===== config.mk =====
export PLATFORM = sky130hd
export DESIGN_NAME = open_addressing_hash_insert_flat
export DESIGN_NICKNAME = d
export VERILOG_FILES = /design/src/oahi_pkg.sv /design/src/oahi_stream_if.sv /design/src/open_addressing_hash_insert.sv /design/src/oahi_modadd.sv /design/src/flat_wrapper.sv
export SDC_FILE = /design/constraint.sdc
export NUM_CORES = 1
export LEC_CHECK = 0
export BUFFER_PORTS_ARGS = -buffer_cell sky130_fd_sc_hd__buf_2
export CAP_MARGIN = 10
export CORE_ASPECT_RATIO = 1.5
export CORE_MARGIN = 2
export CORE_UTILIZATION = 60
export DETAILED_ROUTE_END_ITERATION = 8
export PLACE_DENSITY = 0.77
export SYNTH_ARGS = -nofsm -noshare
export SYNTH_HDL_FRONTEND = slang
export SYNTH_SLANG_ARGS = --single-unit

===== constraint.sdc =====
create_clock -name i_clk -period 5.8 [get_ports i_clk]
set_input_delay 0.58 -clock i_clk [delete_from_list [all_inputs] [get_ports i_clk]]
set_output_delay 0.58 -clock i_clk [all_outputs]
set_load 0.02 [all_outputs]

===== src/oahi_pkg.sv =====
`timescale 1ns / 1ps
// ----------------------------------------------------------------------------
// oahi_pkg
// Shared types and constants of the open-addressed hash insert block.
// ----------------------------------------------------------------------------
package oahi_pkg;

    localparam int KEY_W    = 31;
    localparam int SLOT_W   = 4;
    localparam int PROBES_W = 5;
    localparam int SIZE_W   = 5;
    localparam int MODE_W   = 2;
    localparam int CFG_W    = 5;
    localparam int DH_PRIME = 7;

    // probe modes (code 3 falls back to linear)
    localparam logic [MODE_W-1:0] MODE_QUAD   = 2'd1;
    localparam logic [MODE_W-1:0] MODE_DOUBLE = 2'd2;

    // configuration register indexes
    localparam logic CFG_PROBE_MODE = 1'b0;
    localparam logic CFG_TABLE_SIZE = 1'b1;

    typedef enum logic {
        CMD_INSERT = 1'b0,
        CMD_READ   = 1'b1
    } t_cmd;

    typedef enum logic [1:0] {
        ST_INSERTED = 2'd0,
        ST_FULL     = 2'd1,
        ST_INVALID  = 2'd2,
        ST_READ     = 2'd3
    } t_status;

    typedef struct packed {
        t_cmd              command;
        logic [KEY_W-1:0]  key;
        logic [SLOT_W-1:0] read_slot;
    } t_req;

    typedef struct packed {
        t_status             status;
        logic [SLOT_W-1:0]   slot;
        logic [PROBES_W-1:0] probes;
        logic [KEY_W-1:0]    value;
    } t_rsp;

endpackage


===== src/oahi_stream_if.sv =====
`timescale 1ns / 1ps
// ----------------------------------------------------------------------------
// oahi_stream_if
// Valid/ready channel carrying one payload item per transfer.
// ----------------------------------------------------------------------------
interface oahi_stream_if #(
    parameter type T = logic
);
    logic valid;
    logic ready;
    T     data;

    modport source (output valid, output data, input ready);
    modport sink   (input valid, input data, output ready);
endinterface


===== src/open_addressing_hash_insert.sv =====
`timescale 1ns / 1ps
// ----------------------------------------------------------------------------
// open_addressing_hash_insert
// Open-addressed hash table insert/read engine with linear, quadratic and
// double-hashing probe sequences.
// ----------------------------------------------------------------------------
// Usage:
//   i_req carries commands (insert key / read slot), o_rsp one result each.
//   probe_mode and table_size are written on the i_cfg_* port while idle.
//   i_req.ready is high only while the sequencer is idle; one item at a time.
//   Insert: one modular adder first reduces the key mod table size, one key
//   bit per cycle; double hashing then reduces the step mod table size; each
//   probe passes S_PROBE_RD (slot lookup) and S_PROBE_CHK (check and
//   next index through the same adder), with table size capped at
//   min(TABLE_DEPTH, 31) slots. Read passes through S_READ; a zero key
//   goes straight to S_DONE as invalid.
//   A finished result goes to an output register; the sequencer is free to
//   accept the next item while it waits. If the receiver still holds the
//   previous result when the next one finishes, the sequencer waits.
//   Reset (synchronous) empties every slot through per-slot valid bits and
//   loads probe_mode 0, table_size 10.
// ----------------------------------------------------------------------------
module open_addressing_hash_insert #(
    parameter int TABLE_DEPTH = 16
) (
    input  logic                         i_clk,
    input  logic                         i_rst_n,
    oahi_stream_if.sink                  i_req,
    oahi_stream_if.source                o_rsp,
    input  logic                         i_cfg_we,
    input  logic                         i_cfg_idx,
    input  logic [oahi_pkg::CFG_W-1:0]   i_cfg_wdata
);
    localparam int SW        = oahi_pkg::SIZE_W;
    localparam int KW        = oahi_pkg::KEY_W;
    localparam int SIZE_CAP  = (TABLE_DEPTH < 31) ? TABLE_DEPTH : 31;
    localparam int MEM_DEPTH = SIZE_CAP;
    localparam int AW        = $clog2(MEM_DEPTH);
    localparam int RD_LIM    = (TABLE_DEPTH < 16) ? TABLE_DEPTH : 16;

    typedef enum logic [2:0] {
        S_IDLE,
        S_READ,
        S_REDUCE,
        S_STEP,
        S_PROBE_RD,
        S_PROBE_CHK,
        S_DONE
    } t_state;

    t_state                      r_state;
    logic [oahi_pkg::MODE_W-1:0] r_mode;
    logic [SW-1:0]               r_tsize;
    logic [SW-1:0]               r_size;
    logic [KW-1:0]               r_key;
    logic [KW-1:0]               r_shf;
    logic [SW-1:0]               r_cnt;
    logic [SW-1:0]               r_acc;
    logic [2:0]                  r_r7;
    logic [2:0]                  r_stp;
    logic [SW-1:0]               r_idx;
    logic [SW-1:0]               r_dd;
    logic [SW-1:0]               r_two;
    logic [SW-1:0]               r_i;
    logic                        r_hit;
    logic [KW-1:0]               r_rdata;
    logic                        r_rdok;
    oahi_pkg::t_rsp              r_st;
    logic                        r_ov;
    oahi_pkg::t_rsp              r_out;

    logic [KW-1:0]               mem [MEM_DEPTH];
    logic [MEM_DEPTH-1:0]        r_vbits;

    logic [SW-1:0] eff_size;
    logic [SW-1:0] u_a;
    logic [SW-1:0] u_b;
    logic [SW-1:0] u_sum;
    logic [3:0]    t7;
    logic [2:0]    r7_n;
    logic [2:0]    step;
    logic [SW-1:0] w_addr;
    logic          w_we;
    logic          out_free;

    assign i_req.ready = (r_state == S_IDLE);
    assign o_rsp.valid = r_ov;
    assign o_rsp.data  = r_out;
    assign out_free    = !r_ov || o_rsp.ready;

    // size zero acts as one, sizes above the table saturate
    always_comb begin
        eff_size = r_tsize;
        if (eff_size == '0) begin
            eff_size = SW'(1);
        end
        if (eff_size > SW'(SIZE_CAP)) begin
            eff_size = SW'(SIZE_CAP);
        end
    end

    // running key mod 7, MSB first
    assign t7   = {r_r7, r_shf[KW-1]};
    assign r7_n = (t7 >= 4'(oahi_pkg::DH_PRIME)) ? 3'(t7 - 4'(oahi_pkg::DH_PRIME)) : t7[2:0];
    assign step = 3'(4'(oahi_pkg::DH_PRIME) - {1'b0, r7_n});

    always_comb begin
        unique case (r_state)
            S_REDUCE: begin
                u_a = r_acc;
                u_b = r_acc + {{(SW-1){1'b0}}, r_shf[KW-1]};
            end
            S_STEP: begin
                u_a = r_acc;
                u_b = r_acc + {{(SW-1){1'b0}}, r_stp[2]};
            end
            S_PROBE_RD: begin
                u_a = r_dd;
                u_b = r_two;
            end
            S_PROBE_CHK: begin
                u_a = r_idx;
                u_b = r_dd;
            end
            default: begin
                u_a = '0;
                u_b = '0;
            end
        endcase
    end

    oahi_modadd u_modadd (
        .i_a   (u_a),
        .i_b   (u_b),
        .i_mod (r_size),
        .o_sum (u_sum)
    );

    // table storage: registered read, empty slots tracked by valid bits
    assign w_addr = (r_state == S_IDLE) ? {1'b0, i_req.data.read_slot} : r_idx;
    assign w_we   = (r_state == S_PROBE_CHK) && !r_hit;

    always_ff @(posedge i_clk) begin
        if (w_we) begin
            mem[r_idx[AW-1:0]] <= r_key;
        end
        r_rdata <= mem[w_addr[AW-1:0]];
    end

    always_ff @(posedge i_clk) begin
        if (!i_rst_n) begin
            r_vbits <= '0;
        end else if (w_we) begin
            r_vbits[r_idx[AW-1:0]] <= 1'b1;
        end
        r_hit <= r_vbits[w_addr[AW-1:0]];
    end

    always_ff @(posedge i_clk) begin
        if (!i_rst_n) begin
            r_mode  <= '0;
            r_tsize <= SW'(10);
        end else if (i_cfg_we) begin
            unique case (i_cfg_idx)
                oahi_pkg::CFG_PROBE_MODE: r_mode  <= i_cfg_wdata[oahi_pkg::MODE_W-1:0];
                oahi_pkg::CFG_TABLE_SIZE: r_tsize <= i_cfg_wdata[SW-1:0];
                default: ;
            endcase
        end
    end

    always_ff @(posedge i_clk) begin
        if (!i_rst_n) begin
            r_state <= S_IDLE;
            r_ov    <= 1'b0;
        end else begin
            if (r_state == S_DONE && out_free) begin
                r_ov  <= 1'b1;
                r_out <= r_st;
            end else if (o_rsp.ready) begin
                r_ov <= 1'b0;
            end

            unique case (r_state)
                S_IDLE: begin
                    if (i_req.valid) begin
                        if (i_req.data.command == oahi_pkg::CMD_READ) begin
                            r_rdok  <= ({1'b0, i_req.data.read_slot} < SW'(RD_LIM));
                            r_st    <= '{status: oahi_pkg::ST_READ,
                                         slot: i_req.data.read_slot,
                                         probes: '0, value: '0};
                            r_state <= S_READ;
                        end else if (i_req.data.key == '0) begin
                            r_st    <= '{status: oahi_pkg::ST_INVALID,
                                         slot: '0, probes: '0, value: '0};
                            r_state <= S_DONE;
                        end else begin
                            r_key   <= i_req.data.key;
                            r_shf   <= i_req.data.key;
                            r_size  <= eff_size;
                            r_cnt   <= SW'(KW - 1);
                            r_acc   <= '0;
                            r_r7    <= '0;
                            r_i     <= '0;
                            r_dd    <= (eff_size == SW'(1)) ? '0 : SW'(1);
                            r_two   <= (eff_size <= SW'(2)) ? '0 : SW'(2);
                            r_state <= S_REDUCE;
                        end
                    end
                end
                S_READ: begin
                    r_st.value <= (r_rdok && r_hit) ? r_rdata : '0;
                    r_state    <= S_DONE;
                end
                S_REDUCE: begin
                    r_r7  <= r7_n;
                    r_shf <= r_shf << 1;
                    if (r_cnt == '0) begin
                        r_idx <= u_sum;
                        if (r_mode == oahi_pkg::MODE_DOUBLE) begin
                            r_acc   <= '0;
                            r_stp   <= step;
                            r_cnt   <= SW'(2);
                            r_state <= S_STEP;
                        end else begin
                            r_state <= S_PROBE_RD;
                        end
                    end else begin
                        r_acc <= u_sum;
                        r_cnt <= r_cnt - SW'(1);
                    end
                end
                S_STEP: begin
                    r_acc <= u_sum;
                    r_stp <= r_stp << 1;
                    r_cnt <= r_cnt - SW'(1);
                    if (r_cnt == '0) begin
                        r_dd    <= u_sum;
                        r_state <= S_PROBE_RD;
                    end
                end
                S_PROBE_RD: begin
                    // quadratic: delta of probe i is (2i + 1) mod size
                    if (r_mode == oahi_pkg::MODE_QUAD && r_i != '0) begin
                        r_dd <= u_sum;
                    end
                    r_state <= S_PROBE_CHK;
                end
                S_PROBE_CHK: begin
                    if (!r_hit) begin
                        r_st    <= '{status: oahi_pkg::ST_INSERTED,
                                     slot: r_idx[oahi_pkg::SLOT_W-1:0],
                                     probes: r_i + SW'(1), value: '0};
                        r_state <= S_DONE;
                    end else if (r_i == r_size - SW'(1)) begin
                        r_st    <= '{status: oahi_pkg::ST_FULL, slot: '0,
                                     probes: r_size, value: '0};
                        r_state <= S_DONE;
                    end else begin
                        r_idx   <= u_sum;
                        r_i     <= r_i + SW'(1);
                        r_state <= S_PROBE_RD;
                    end
                end
                S_DONE: begin
                    if (out_free) begin
                        r_state <= S_IDLE;
                    end
                end
                default: r_state <= S_IDLE;
            endcase
        end
    end
endmodule


===== src/oahi_modadd.sv =====
`timescale 1ns / 1ps
// ----------------------------------------------------------------------------
// oahi_modadd
// Modular adder: (a + b) mod m, valid when a + b < 2m.
// ----------------------------------------------------------------------------
module oahi_modadd (
    input  logic [oahi_pkg::SIZE_W-1:0] i_a,
    input  logic [oahi_pkg::SIZE_W-1:0] i_b,
    input  logic [oahi_pkg::SIZE_W-1:0] i_mod,
    output logic [oahi_pkg::SIZE_W-1:0] o_sum
);
    logic [oahi_pkg::SIZE_W:0] sum;

    always_comb begin
        sum = {1'b0, i_a} + {1'b0, i_b};
        if (sum >= {1'b0, i_mod}) begin
            o_sum = oahi_pkg::SIZE_W'(sum - {1'b0, i_mod});
        end else begin
            o_sum = sum[oahi_pkg::SIZE_W-1:0];
        end
    end
endmodule


===== src/flat_wrapper.sv =====
// flat-port wrapper written by rule: the top's interface ports become plain ports
module open_addressing_hash_insert_flat import oahi_pkg::*;
#(
    parameter int TABLE_DEPTH = 16
)
  (i_clk, i_rst_n, i_cfg_we, i_cfg_idx, i_cfg_wdata, i_req_valid, i_req_data, i_req_ready, o_rsp_valid, o_rsp_data, o_rsp_ready);
  oahi_stream_if #(.T(t_req)) i_req_i ();
  oahi_stream_if #(.T(t_rsp)) o_rsp_i ();
  input  logic i_clk;
  input  logic i_rst_n;
  input  logic i_cfg_we;
  input  logic i_cfg_idx;
  input  logic [oahi_pkg::CFG_W-1:0] i_cfg_wdata;
  input wire logic [$bits(i_req_i.valid)-1:0] i_req_valid;
  input wire logic [$bits(i_req_i.data)-1:0] i_req_data;
  output wire logic [$bits(i_req_i.ready)-1:0] i_req_ready;
  output wire logic [$bits(o_rsp_i.valid)-1:0] o_rsp_valid;
  output wire logic [$bits(o_rsp_i.data)-1:0] o_rsp_data;
  input wire logic [$bits(o_rsp_i.ready)-1:0] o_rsp_ready;
  assign i_req_i.valid = i_req_valid;
  assign i_req_i.data = i_req_data;
  assign i_req_ready = i_req_i.ready;
  assign o_rsp_valid = o_rsp_i.valid;
  assign o_rsp_data = o_rsp_i.data;
  assign o_rsp_i.ready = o_rsp_ready;
  open_addressing_hash_insert #(.TABLE_DEPTH(TABLE_DEPTH)) u_core (.i_clk(i_clk), .i_rst_n(i_rst_n), .i_req(i_req_i), .o_rsp(o_rsp_i), .i_cfg_we(i_cfg_we), .i_cfg_idx(i_cfg_idx), .i_cfg_wdata(i_cfg_wdata));
endmodule

==> flow_summary.ini <==
[clock_network]
cts_buffers = 66
clkTransAtPathRegs_ns = 0.06
cts_tree = built
post_cts_resized = 0
htreeDepth = 3
holdBufCountCts = 0
clockBufferDepth = 3
clock-sinks = 738
cts_setup_buffers = 0
clk_latency_ns = 0.60
cts-root-buf = clkbuf_16

[routing]
viasPerCell = 6.273
first_iter_violations = 1693
drtAntennaViolNets = 0
wl_um = 64030
drt-wirelength-per-cell_um = 25.79
first_pass_iters = 6
vias = 15580
drc = 0

[placement]
place_area_um2 = 29660
place_hpwl_um = 35350
io_buffer_count = 90
gp_congestion = 0.8998
numPlacedInstances = 2365

[setup_path]
crit_path_max_fanout = 20
cp.arrival_ns = 5.13
end_kind = flip-flop
rrSetupSlack_ns = 0.96
cp_slowest_cell = fa_1
crit_type = flip-flop to flip-flop
crit_chain = buf_4 -> nor2b_1 -> buf_4 -> nand2_1 -> nand2_1 -> nand2_1 -> ha_1 -> a22o_1 -> ha_1 -> fa_1 -> a21o_1 -> a21oi_1 -> xnor2_1 -> ha_1 -> and2_1 -> a22oi_1 -> and4_1 -> mux2i_1 -> nor2_1
start_kind = flip-flop
required_ns = 6.10
critPathMaxStageDelay_ns = 0.46

[flow_run]
cap_violations = 0

[die]
die_y_um = 270.7
die_w_um = 181.8
dieArea_um2 = 49200
rows = 97
core_um2 = 46730
boundaryPins = 91
start_util_pct = 60.87

[synthesis]
synth_flop_cell = edfxtp_1
synthCells = 1729
synth_area_leaders = edfxtp_1, mux2i_1, dfxtp_1, o22ai_1, nand2_1
synth.yosys.seq_area_share_pct = 75.84
netlist_top_cells_count = edfxtp_1, mux2i_1, nand2_1
syn_nets = 1795
yosysTopAreaCell = edfxtp_1
synth_edf_count = 679
ys_ff_latch = 738
synthDistinctLibCells = 65
async_flop_share_pct = 0
postSynthAreaPerCell_um2 = 16.45
yosysTopAreaCellShare_pct = 71.69
ys_warn_count = 0
syn_area_um2 = 28440
yosysMostFrequentCell = edfxtp_1

[finish]
stdcell_count = 2483
area_growth_pct = 12.12
design_area_um2 = 31890
nNetsFinal = 1905
n_antenna_cell = 0
drive_gt1_share_pct = 14.19

[sta]
setup_viol = 0
fmax_mhz = 206.8
whs_ns = 0.1999
maxSlewViolCount = 0
finalHoldViolations = 0
tns_ns = 0
post-route-period-util_pct = 83.38
relSlewSlack_pct = 16.47
skew_ns = 0.02403
rsz0062_at_grt = no
min_period_ns = 4.836
worst_pin_slew_ns = 1.253

[grt]
grt_pass1_wl_um = 94640
grt_start_max_net_pins = 87
antenna_found_initial = 0
grt.total_usage_pct = 26.24
grt.overflow.total = 0
grt_pass1_vias = 15740

[outcome]
status = complete, no violations

[power]
power.leakage_nw = 11.30
vdd_drop_max_mv = 0.1815
power_density_nw_per_um2 = 373.2

[hold_path]
hold_path_class = primary input to flip-flop
==> state kept, by name, indices dropped and copies added, names as in the netlist, 2 cells and up <==
| signal | flops |
|---|---|
| u_core.r_tsize | 5 |
| u_core.r_mode | 2 |
| u_core.r_state | 3 |
| u_core.r_cnt | 5 |
| u_core.r_stp | 3 |
| u_core.r_st | 42 |
| u_core.r_size | 5 |
| u_core.mem | 496 |
| u_core.r_r7 | 3 |
| u_core.r_acc | 5 |
| u_core.r_idx | 5 |
| u_core.r_rdata | 31 |
| u_core.o_rsp.data | 42 |
| u_core.r_i | 5 |
| u_core.r_shf | 31 |
| u_core.r_vbits | 16 |
| u_core.r_dd | 5 |
| u_core.r_key | 31 |
==> report_power, final <==
group,switching (mW),internal [mW],leakage (nW),total [mW]
combinational,0.808,0.514,3.59,1.32
clock,1.85,2.63,1.10,4.48
sequential,0.0919,6.01,6.62,6.10
==> layout make-up <==
type	instances	area, um2
inverter	19	71.32
sequential	738	21570
clock inverter	25	321.6
fill	2949	14840
timing repair buffer	129	743.2
tap	594	743.2
multi-input combinational	885	6529
clock buffer	93	1912
==> critical path, delay by kind of cell, from the launching register on <==
family	cells	cell delay (ns)
buf+inv	2	0.50
simple gates	7	1.13
flops	1	0.31
mux	1	0.37
xor+xnor	1	0.17
fa+ha+maj	4	1.27
compound gates	4	0.78
==> through the flow <==
stage	util [%]	power [mW]	setup WS, ns
6_report	68.25	11.90	0.9641
5_1_grt	68.25	12.26	0.7416
4_1_cts	68.25	11.92	1.009
3_5_place_dp	63.47	7.516	1.078
3_3_place_gp	63.47	7.471	1.289
2_1_floorplan	-	7.163	0.5379
==> cells in the final DEF, fill, tap and decap left out, types with 32 or more instances in the layout <==
master     synthesis  routed
or4_1             32      32
clkbuf_16          0      70
edfxtp_1         679     679
dfxtp_1           59      59
and2_1            37      37
nand2_1          138     136
buf_4             10      39
buf_2             40      90
mux2i_1          271     271
nor2_1            57      44
o22ai_1          128     128
==> path summary, 6_finish.rpt <==
kind | from | endpoint | cells past startpoint
max | u_core.r_state[1]$_SDFFE_PN0P_ | u_core.r_acc[2]$_DFFE_PP_ | 19
min | i_req_data[30] | u_core.r_key[26]$_DFFE_PP_ | 1
max reg2reg | u_core.r_state[1]$_SDFFE_PN0P_ | u_core.r_acc[2]$_DFFE_PP_ | 19
min reg2reg | u_core.r_st[9]$_SDFFCE_PN0P_ | u_core.o_rsp.data[9]$_DFFE_PP_ | 0
==> routing by layer <==
layer  part of all wire [%]  vias up  global-route usage [%]
li1                       -     6901                       -
met1                     36     7818                   31.08
met2                     53      688                   47.49
met3                    6.0      170                   3.150
met4                    4.1        0                   12.67
met5                      0        -                       0
==> cell families (layout without fill, tap and decap cells) <==
| logic type | count (synthesis) | after routing | synth area share, % |
|---|---|---|---|
| compound gates | 213 | 213 | 4.813 |
| xor+xnor | 20 | 20 | 0.6643 |
| fa+ha+maj | 19 | 19 | 0.8886 |
| buf+inv | 106 | 266 | 1.839 |
| flops | 738 | 738 | 75.84 |
| mux | 273 | 273 | 9.616 |
| simple gates | 360 | 360 | 6.339 |
Note: power is estimated with default switching activity, not from simulation.
